===== config.mk =====
export PLATFORM = sky130hd
export DESIGN_NAME = mlrr_ctrl
export DESIGN_NICKNAME = d
export VERILOG_FILES = /design/src/hdl/mlrr_pkg.sv /design/src/hdl/mlrr_ctrl.sv
export SDC_FILE = /design/constraint.sdc
export NUM_CORES = 1
export LEC_CHECK = 0
export ABC_AREA = 1
export BUFFER_PORTS_ARGS = -buffer_cell sky130_fd_sc_hd__buf_2
export CORE_MARGIN = 2
export CORE_UTILIZATION = 31
export DETAILED_ROUTE_END_ITERATION = 10
export SETUP_SLACK_MARGIN = 0.2
export SLEW_MARGIN = 20
export SYNTH_ARGS = -nofsm -noshare
export SYNTH_HDL_FRONTEND = slang
export SYNTH_SLANG_ARGS = --single-unit

===== constraint.sdc =====
create_clock -name clk -period 1.9 [get_ports clk]
set_clock_uncertainty 0.15 [all_clocks]
set_input_delay 0.38 -clock clk [delete_from_list [all_inputs] [get_ports clk]]
set_output_delay 0.38 -clock clk [all_outputs]
set_load 0.01 [all_outputs]

===== src/hdl/mlrr_pkg.sv =====
`timescale 1ns / 1ps

package mlrr_pkg;

  localparam int DISPLAY_HEIGHT_DEF = 152;
  localparam int DISPLAY_WIDTH_DEF  = 128;

  localparam int CMD_W  = 2;
  localparam int X_W    = 7;
  localparam int Y_W    = 8;
  localparam int BA_W   = 12;
  localparam int DATA_W = 8;
  localparam int SEG_W  = 2;

  localparam logic [DATA_W-1:0] LEFT_PIXEL_MASK = 8'h80;

  typedef enum logic [CMD_W-1:0] {
    CMD_LINE    = 2'd0,
    CMD_OUTLINE = 2'd1,
    CMD_FILL    = 2'd2,
    CMD_READ    = 2'd3
  } cmd_t;

  typedef enum logic [SEG_W-1:0] {
    SEG_TOP    = 2'd0,
    SEG_RIGHT  = 2'd1,
    SEG_BOTTOM = 2'd2,
    SEG_LEFT   = 2'd3
  } seg_t;

  typedef enum logic [3:0] {
    S_CLEAR,
    S_IDLE,
    S_DECODE,
    S_SEG,
    S_WALK,
    S_DRAIN,
    S_READ,
    S_RWAIT,
    S_DONE
  } state_t;

  typedef struct packed {
    logic clear;
    logic load;
    logic seg_load;
    seg_t seg;
    logic issue;
    logic rd_issue;
    logic rd_capture;
    logic res_load;
  } ctrl_cmd_t;

  typedef struct packed {
    cmd_t cmd;
    logic diag;
    logic walk_last;
    logic clear_last;
  } dp_status_t;

endpackage


===== src/hdl/mlrr_ctrl.sv =====
`timescale 1ns / 1ps

module mlrr_ctrl (
  input  logic                  clk,
  input  logic                  rst_n,
  input  logic                  in_valid,
  output logic                  in_stall,
  output logic                  out_valid,
  input  logic                  out_stall,
  input  mlrr_pkg::dp_status_t  status,
  output mlrr_pkg::ctrl_cmd_t   cmd
);

  import mlrr_pkg::*;

  state_t state_r, state_nxt;
  seg_t   seg_r, seg_nxt;
  logic   out_valid_r, out_valid_nxt;

  always_ff @(posedge clk) begin
    if (!rst_n) begin
      state_r     <= S_CLEAR;
      seg_r       <= SEG_TOP;
      out_valid_r <= 1'b0;
    end else begin
      state_r     <= state_nxt;
      seg_r       <= seg_nxt;
      out_valid_r <= out_valid_nxt;
    end
  end

  always_comb begin
    state_nxt     = state_r;
    seg_nxt       = seg_r;
    out_valid_nxt = out_valid_r && out_stall;
    in_stall      = 1'b1;
    cmd           = '0;
    cmd.seg       = seg_r;

    unique case (state_r)
      S_CLEAR: begin
        cmd.clear = 1'b1;
        if (status.clear_last) begin
          state_nxt = S_IDLE;
        end
      end
      S_IDLE: begin
        in_stall = 1'b0;
        if (in_valid) begin
          cmd.load  = 1'b1;
          state_nxt = S_DECODE;
        end
      end
      S_DECODE: begin
        seg_nxt = SEG_TOP;
        unique case (status.cmd)
          CMD_LINE:    state_nxt = status.diag ? S_DONE : S_SEG;
          CMD_OUTLINE: state_nxt = S_SEG;
          CMD_FILL:    state_nxt = S_SEG;
          CMD_READ:    state_nxt = S_READ;
          default:     state_nxt = S_DONE;
        endcase
      end
      S_SEG: begin
        cmd.seg_load = 1'b1;
        state_nxt    = S_WALK;
      end
      S_WALK: begin
        cmd.issue = 1'b1;
        if (status.walk_last) begin
          if (status.cmd == CMD_OUTLINE && seg_r != SEG_LEFT) begin
            seg_nxt   = seg_t'(seg_r + SEG_W'(1));
            state_nxt = S_SEG;
          end else begin
            state_nxt = S_DRAIN;
          end
        end
      end
      // last pixel write lands here
      S_DRAIN: begin
        state_nxt = S_DONE;
      end
      S_READ: begin
        cmd.rd_issue = 1'b1;
        state_nxt    = S_RWAIT;
      end
      S_RWAIT: begin
        cmd.rd_capture = 1'b1;
        state_nxt      = S_DONE;
      end
      S_DONE: begin
        if (!out_valid_r || !out_stall) begin
          cmd.res_load  = 1'b1;
          out_valid_nxt = 1'b1;
          state_nxt     = S_IDLE;
        end
      end
      default: begin
        state_nxt = S_IDLE;
      end
    endcase
  end

  assign out_valid = out_valid_r;

  a_accept_decodes: assert property (@(posedge clk) disable iff (!rst_n)
    (in_valid && !in_stall) |=> (state_r == S_DECODE))
    else $error("accepted word not decoded");

  a_result_slot_free: assert property (@(posedge clk) disable iff (!rst_n)
    cmd.res_load |-> (!out_valid_r || !out_stall))
    else $error("result overwrites a waiting word");

  a_seg_outline_only: assert property (@(posedge clk) disable iff (!rst_n)
    (state_r == S_SEG && seg_r != SEG_TOP) |-> (status.cmd == CMD_OUTLINE))
    else $error("extra segment for a non-outline command");

  a_result_after_load: assert property (@(posedge clk) disable iff (!rst_n)
    cmd.res_load |=> out_valid_r)
    else $error("loaded result not presented");

endmodule


* Yosys cells after proc, flatten, opt, wreduce, memory -nomap -nowiden
Index checks and enable logic that the tools add are counted.
** Word-level totals
- Register bits after elaboration :: 7
- Input bits :: 9
- Output and inout bits :: 11
- Word-level logic and storage cells :: 56
** Cells by class
- Add/subtract/negate cells :: 1
- Eq/ne operators :: 17
- Muxes and demuxes :: 23
- Reduce and logical (&&, ||, !) cells :: 12
** Operators with widths (count)
- $pmux W4 S8 :: 1
- $mux W4 :: 5
- $eq A4 B3 Y1 const B :: 4
- $mux W1 :: 12
- $ne A2 B2 Y1 const B :: 6
- $pmux W4 S3 :: 1
- $eq A4 B2 Y1 const B :: 2
- $eq A2 B2 Y1 const B :: 2
- $eq A4 B1 Y1 const B :: 1
- $eq A4 B4 Y1 const B :: 1
- $logic_not A4 Y1 :: 1
- $mux W2 :: 2
- $pmux W2 S2 :: 1
- $reduce_and A4 Y1 :: 1
- $reduce_or A2 Y1 :: 2
- $mux W3 :: 1
- $reduce_and A3 Y1 :: 1
- $add A2 B1 Y2 const B :: 1
- $eq A2 B1 Y1 const B :: 1
- $logic_and A1 B1 Y1 :: 2
- $logic_not A1 Y1 :: 2
- $logic_not A2 Y1 :: 1
- $reduce_bool A2 Y1 :: 1
- $logic_or A1 B1 Y1 :: 1

* Longest topological paths before layout
Gate-level depths: netlist of run 1.
- Depth in word-level cells :: 5
- Depth in mapped cells :: 10
- Gate-level depth less buffers :: 10

* Worst setup path after synthesis of run 1
Ideal clock, no wire load.
- Path kind :: reg-to-output
- Start :: reg state_r[0]
- End :: out cmd[7] (netlist name)
- Data arrival time :: 0.890 ns
- Required time :: 1.370 ns
- Setup slack :: 0.480 ns
- Stages on the path, launching flop included :: 5
- Path buffers :: 0
- Cell sequence :: dfxtp_1 inv_1 nor2_1 nand2_1 nor2_1
** RTL lines
- start, declared :: line mlrr_ctrl.sv:16 : state_t state_r, state_nxt;
- start signal, assigned :: line mlrr_ctrl.sv:26 : state_r <= state_nxt;
- end, declared :: line mlrr_ctrl.sv:11 : output mlrr_pkg::ctrl_cmd_t cmd

==> results of run 1 <==
==> sequential cells by signal, summed over array words and instances (netlist names) <==
signal and flops:
out_valid 1, state_r 4, seg_r 2
==> cell usage after synthesis <==
| master | number |
|---|---|
| dfxtp_1 | 7 |
| nand3_1 | 7 |
| nor2_4 | 1 |
| a21oi_1 | 5 |
| nand4_1 | 1 |
| nand2_1 | 27 |
| ha_1 | 4 |
| o21ai_0 | 3 |
| o21ai_1 | 1 |
| nand3_2 | 1 |
| nor2_1 | 17 |
| o21a_1 | 1 |
| nor2_2 | 1 |
| inv_1 | 17 |
==> power by group through the flow <==
stage                     Clock [mW]  Sequential (mW)  Combinational [mW]
after global placement             0            0.196               0.277
after global routing           0.146            0.208               0.336
after CTS                      0.137            0.194               0.284
after detailed placement           0            0.196               0.280
final                          0.132            0.205               0.295
after floorplan                    0            0.194               0.198
==> area by class of cell <==
class | count | area [um2]
flip-flops and latches | 7 | 144
repair buffers | 20 | 103
fillers | 172 | 972
inverters | 17 | 63.8
multi-input cells | 69 | 359
well taps | 17 | 21.3
clock buffers | 4 | 26.3
==> stage by stage <==
step                      std cells  hold slack (ns)  utilization, %
after floorplan                  93            0.354               -
after global placement          129            0.326            38.9
after detailed placement        129            0.335            38.9
after CTS                       133            0.234            40.6
after global routing            134            0.243            42.4
final                           134            0.239            42.4
==> path summary, 6_finish.rpt <==
check	cells past startpoint	to	from	slack, ns
min reg2reg	2	out_valid$_SDFF_PN0_	out_valid$_SDFF_PN0_	0.34
max reg2reg	8	seg_r[0]$_SDFFE_PN0P_	state_r[1]$_SDFFE_PN0P_	0.50
max	4	cmd[2]	state_r[0]$_SDFFE_PN0P_	0.30
min	3	state_r[3]$_SDFFE_PN0P_	rst_n	0.24
==> kinds of logic (layout without fill, tap and decap cells) <==
group	count (synthesis)	after routing	synth area share (%)
simple gates	55	55	43.3
buf+inv	17	41	11.8
compound gates	10	10	9.72
flops	7	7	25.9
fa+ha+maj	4	4	9.26
==> what timing repair did <==
action,CTS,global route
buffers inserted,0,1
setup endpoints to repair,2,6
gates resized for setup,1,10
pin swaps,0,2
hold buffers,0,0
==> worst min-delay path: cells and delay by family <==
| kind | cells | cell delay, ns |
|---|---|---|
| AOI/OAI and AO/OA | 1 | 0.07 |
| buffers and inverters | 2 | 0.16 |
==> metal layers <==
layer	wire (um)	vias up
met5	0	-
met4	0	0
met3	49	0
met2	592	15
met1	574	254
li1	-	337
==> metrics, run 1 <==
Total Wirelength=approximately 1.2 mm; I/O pin count=20; initial antenna violation count=0; Worst setup EP type=primary output; grt met2 use=between 20% and 30%; Cell Rows=15; P_leak=just over 0.4 nW; outcome=completed; vias per cell=between 4 and 5; PD cells=about 880 nW/um2; CP arrival=1.07 ns; H-tree depth=1; slew of the pin with the lowest slew margin=~0.26 ns; fin nets=approximately 130; finished layout cell area=between 700 and 800 um2; Max Cap Violations=0; GR Layer Usage met1=16.3%; CTS Sinks=7; port bufs=19; vias in the first global route=510; Yosys reg bits=7; worst path cell trace=inv_2 -> nand2_1 -> nor2_2 -> buf_2; Tot Pwr=between 0.6 and 0.7 mW; Internal Power=around 0.37 mW; dpl ws=between 0.3 and 0.4 ns; vias post-DR=between 600 and 700; total core area=~1700 um2; Clk Latency, worst-skew pair=0.24 ns; worst path required time=between 1 and 1.5 ns; Max Freq=~620 MHz; Die Area=about 2100 um2; Area growth syn-to-layout=32.6%; kind of critical path=flop to primary output; Switch Pwr=about 0.27 mW; Max IR drop VDD=roughly 0.35 mV; GRT Total Usage=a little over an eighth; Synth Instances=between 90 and 100; Crit path max-delay family=flip-flops; critical path's slowest cell=dfxtp_2; pins over their slew limit=0; final hold viol count=0; hold crit path type=input port to flop; CP max stage delay=0.35 ns; Syn Area/Cell=between 5 and 6 um2; Detailed Route Iter0 Violations=14; Logic pwr share=46.7%; sequential share of the synthesized area=about 26%; RSZ-0062 raised after global routing=true; commonest non-fill, non-tap cell in the layout=nand2_1; global-route wire length before repair=1.99 mm; CTS tree=done; Rel. slew slack=82.6%; Final Setup Violations=0; DRT Pass-1 Iters=4; top cell type's share of synthesized area=between 20% and 30%; final worst setup slack=about 0.30 ns; Clk pin slew, worst setup/hold paths=~0.050 ns; syn_nets=roughly 110; most frequent cells in the layout=nand2_1 (26), buf_2 (19), inv_1 (16); Starting Density=about a third; pin count of the biggest net entering global routing=7; setup TNS=0 ns; hpwl dp=approximately 1.0 mm; crit path buf inv count=2; M3 GR Usage=3.57%; Routed WL per cell=roughly 9.1 um; power share of the sequential group=between 30% and 40%; diodes inserted=0; number of remaining DRC errors=0; crit path max fanout=4; Net Sw Frac=a little over two fifths; synth top area cells=dfxtp_1 (26%), nand2_1 (19%), inv_1 (12%); area leader, netlist=dfxtp_1; share of layout cells above drive strength 1=29.9%; Post-Syn Area=~540 um2; root buffer cell=clkbuf_4; Die Span Y=45.8 um; post-route ant nets=0; gr busiest metal=met2; count of cell types in the netlist=14; cts bufs inserted=3; final worst-path cycle share=a little over four fifths; clock share of power=between 20% and 30%; grt ovf=0; minimum clock period=around 1.6 ns; DIE WIDTH=about 46 um; startpoint types=flop; Ys Warns=0; Clock Tree Buf Depth=2; global placement routability congestion=0.798; placed instance area=657 um2
No activity file was read; power rests on OpenSTA's default activity.
==> inputs of run 2 (changes only) <==
==> constraint.sdc (replaced) <==
create_clock -name clk -period 1.3 [get_ports clk]
set_clock_uncertainty 0.15 [all_clocks]
set_input_delay 0.26 -clock clk [delete_from_list [all_inputs] [get_ports clk]]
set_output_delay 0.26 -clock clk [all_outputs]
set_load 0.01 [all_outputs]
==> run 2 against run 1 <==
  * The flow now finishes with violations (setup timing)
  * Sequential share of layout area is 3.9 points lower
  * Clock-buffer cell count stayed put
  * Sequential power is 58% higher
  * Utilization is 16 points higher
  * Via count is 13% higher
  * First-iteration DRC count is 43% lower
  * Combinational power is 120% higher
  * Largest power group unchanged
==> metrics, run 2 (synthesis gave the netlist of run 1 again) <==
outcome=finished with violations; failing checks=setup timing; PD cells=1200 nW/um2 (+36%); DIE WIDTH=45.8 um (unchanged); diodes inserted=0 (unchanged); Clk Latency, worst-skew pair=0.25 ns (about the same); Fillers=168 (-2.3%); port bufs=19 (unchanged); initial antenna violation count=0 (unchanged); Reg with most FFs=state_r; grt ovf=0 (unchanged); hpwl dp=1.13 mm (+8.9%); max FFs per register=4 (unchanged); FF-to-FF End=out_valid$_SDFF_PN0_; CP arrival=1.05 ns (-0.02 ns); number of remaining DRC errors=0 (unchanged); worst path required time=0.89 ns (-0.48 ns); Die Area=2090 um2 (unchanged); global-route wire length before repair=2.36 mm (+18%); vias in the first global route=600 (+18%); DRT Pass-1 Iters=4 (unchanged); cts bufs inserted=3 (unchanged); fin util=58.0% (+16 points); Max Cap Violations=0 (unchanged); kind of critical path=flop to primary output; final worst setup slack=-0.163 ns (-0.458 ns); Rel. slew slack=85.1% (+2.5 points); Final Setup Violations=13 (+13); fin nets=142 (+8.4%); setup TNS=-1.45 ns (-1.45 ns); most frequent cells in the layout=nand2_1 (18), buf_2 (14), inv_1 (12); RSZ-0062 raised after global routing=true; Worst R2R Setup Slack=-0.15 ns (-0.65 ns); Max IR drop VDD=0.951 mV (+170%); Reg area=159 um2 (+10%); total core area=1690 um2 (unchanged); post-route ant nets=0 (unchanged); startpoint types=flop; pins over their slew limit=0 (unchanged); Max Freq=a little under 700 MHz; global placement routability congestion=0.786 (-1.6%); P_leak=0.482 nW (+17%); worst reg2reg startpoint=state_r[3]$_SDFFE_PN0P_; CTS Sinks=7 (unchanged); hold depth=3 (unchanged); Clk pin slew, worst setup/hold paths=0.05 ns (about the same); cells on worst reg2reg path=9 (+1); GRT Total Usage=15.9% (+2.6 points); minimum clock period=between 1 and 1.5 ns; Clock Tree Buf Depth=2 (unchanged); final hold viol count=0 (unchanged); Die Span Y=45.8 um (unchanged); hold path startpoint=rst_n; crit path max fanout=3 (-1); Worst setup EP type=primary output; Routed WL per cell=10.8 um (+19%); Starting Density=32.0% (unchanged); root buffer cell=clkbuf_4; H-tree depth=1 (unchanged); vias post-DR=684 (+13%); Area growth syn-to-layout=81.3%; CTS tree=done; share of layout cells above drive strength 1=60.2% (+30 points); Cell Rows=15 (unchanged); pin count of the biggest net entering global routing=7 (unchanged); vias per cell=4.72 (+4.3%); hold crit path type=input port to flop; Detailed Route Iter0 Violations=8 (-6); multi-input logic area=460 um2 (+28%); Min-Delay Endpoint=state_r[3]$_SDFFE_PN0P_; slew of the pin with the lowest slew margin=0.223 ns (-0.0370 ns); final worst-path cycle share=113%; Total Wirelength=1.57 mm (+29%); I/O pin count=20 (unchanged); commonest non-fill, non-tap cell in the layout=nand2_1
run 2: changes by cell type in the layout (fill, tap and decap cells not counted), sizes merged:
cell | before | now
buf | 20 | 31
run 2: layout make-up:
class | count | share of cell area, %
Multi-Input combinational cell | 69 | 47.0
Tap cell | 17 | 2.17
Timing Repair Buffer | 31 | 24.4
Inverter | 17 | 7.54
Clock buffer | 4 | 2.68
Sequential cell | 7 | 16.2
run 2: worst max-delay path: stages (launching register included):
cell and delay (ns):
dfxtp_4 0.38, inv_4 0.05, nor2_4 0.08, nand2_2 0.07, nor2_2 0.10, buf_2 0.13
run 2: worst max path at each step:
stage	start	to
floorplan	state_r[0]$_SDFFE_PN0P_	seg_r[0]$_SDFFE_PN0P_
finish	state_r[3]$_SDFFE_PN0P_	cmd[0]
CTS	state_r[3]$_SDFFE_PN0P_	cmd[0]
global route	state_r[3]$_SDFFE_PN0P_	cmd[0]
global placement	status[4]	seg_r[0]$_SDFFE_PN0P_
detailed placement	status[4]	seg_r[0]$_SDFFE_PN0P_
run 2: what timing repair did:
action / 4_1_cts / 5_1_grt
pin swaps: 12 / 9
hold buffers: 0 / 0
gates resized for setup: 24 / 14
setup buffers: 10 / 1
setup endpoints to repair: 17 / 18
run 2: metrics by stage:
stage                     hold slack, ns  instances  worst slack [ns]  instance area (um2)  total power, mW
final                             0.0928        145            -0.163                  980             1.17
after CTS                         0.0930        144            -0.161                  912             1.12
after detailed placement           0.334        130           -0.0776                  737            0.776
after floorplan                    0.228         93             0.124                  613            0.634
after global routing               0.106        145            -0.219                  980             1.27
after global placement             0.326        130           -0.0306                  737            0.773
run 2: per-layer routing:
layer  share of wire [%]  global-route usage, %
met3                 4.1                   5.95
met2                  53                   29.3
met1                  43                   17.8
met4                   0                   1.71
met5                   0                      0
run 2: power by group:
part | internal, mW | leakage (nW) | total [mW] | switching (mW)
sequential | 0.259 | 0.0613 | 0.324 | 0.0657
clock | 0.117 | 0.0150 | 0.194 | 0.0768
combinational | 0.303 | 0.406 | 0.654 | 0.351
total | 0.678 | 0.482 | 1.17 | 0.493
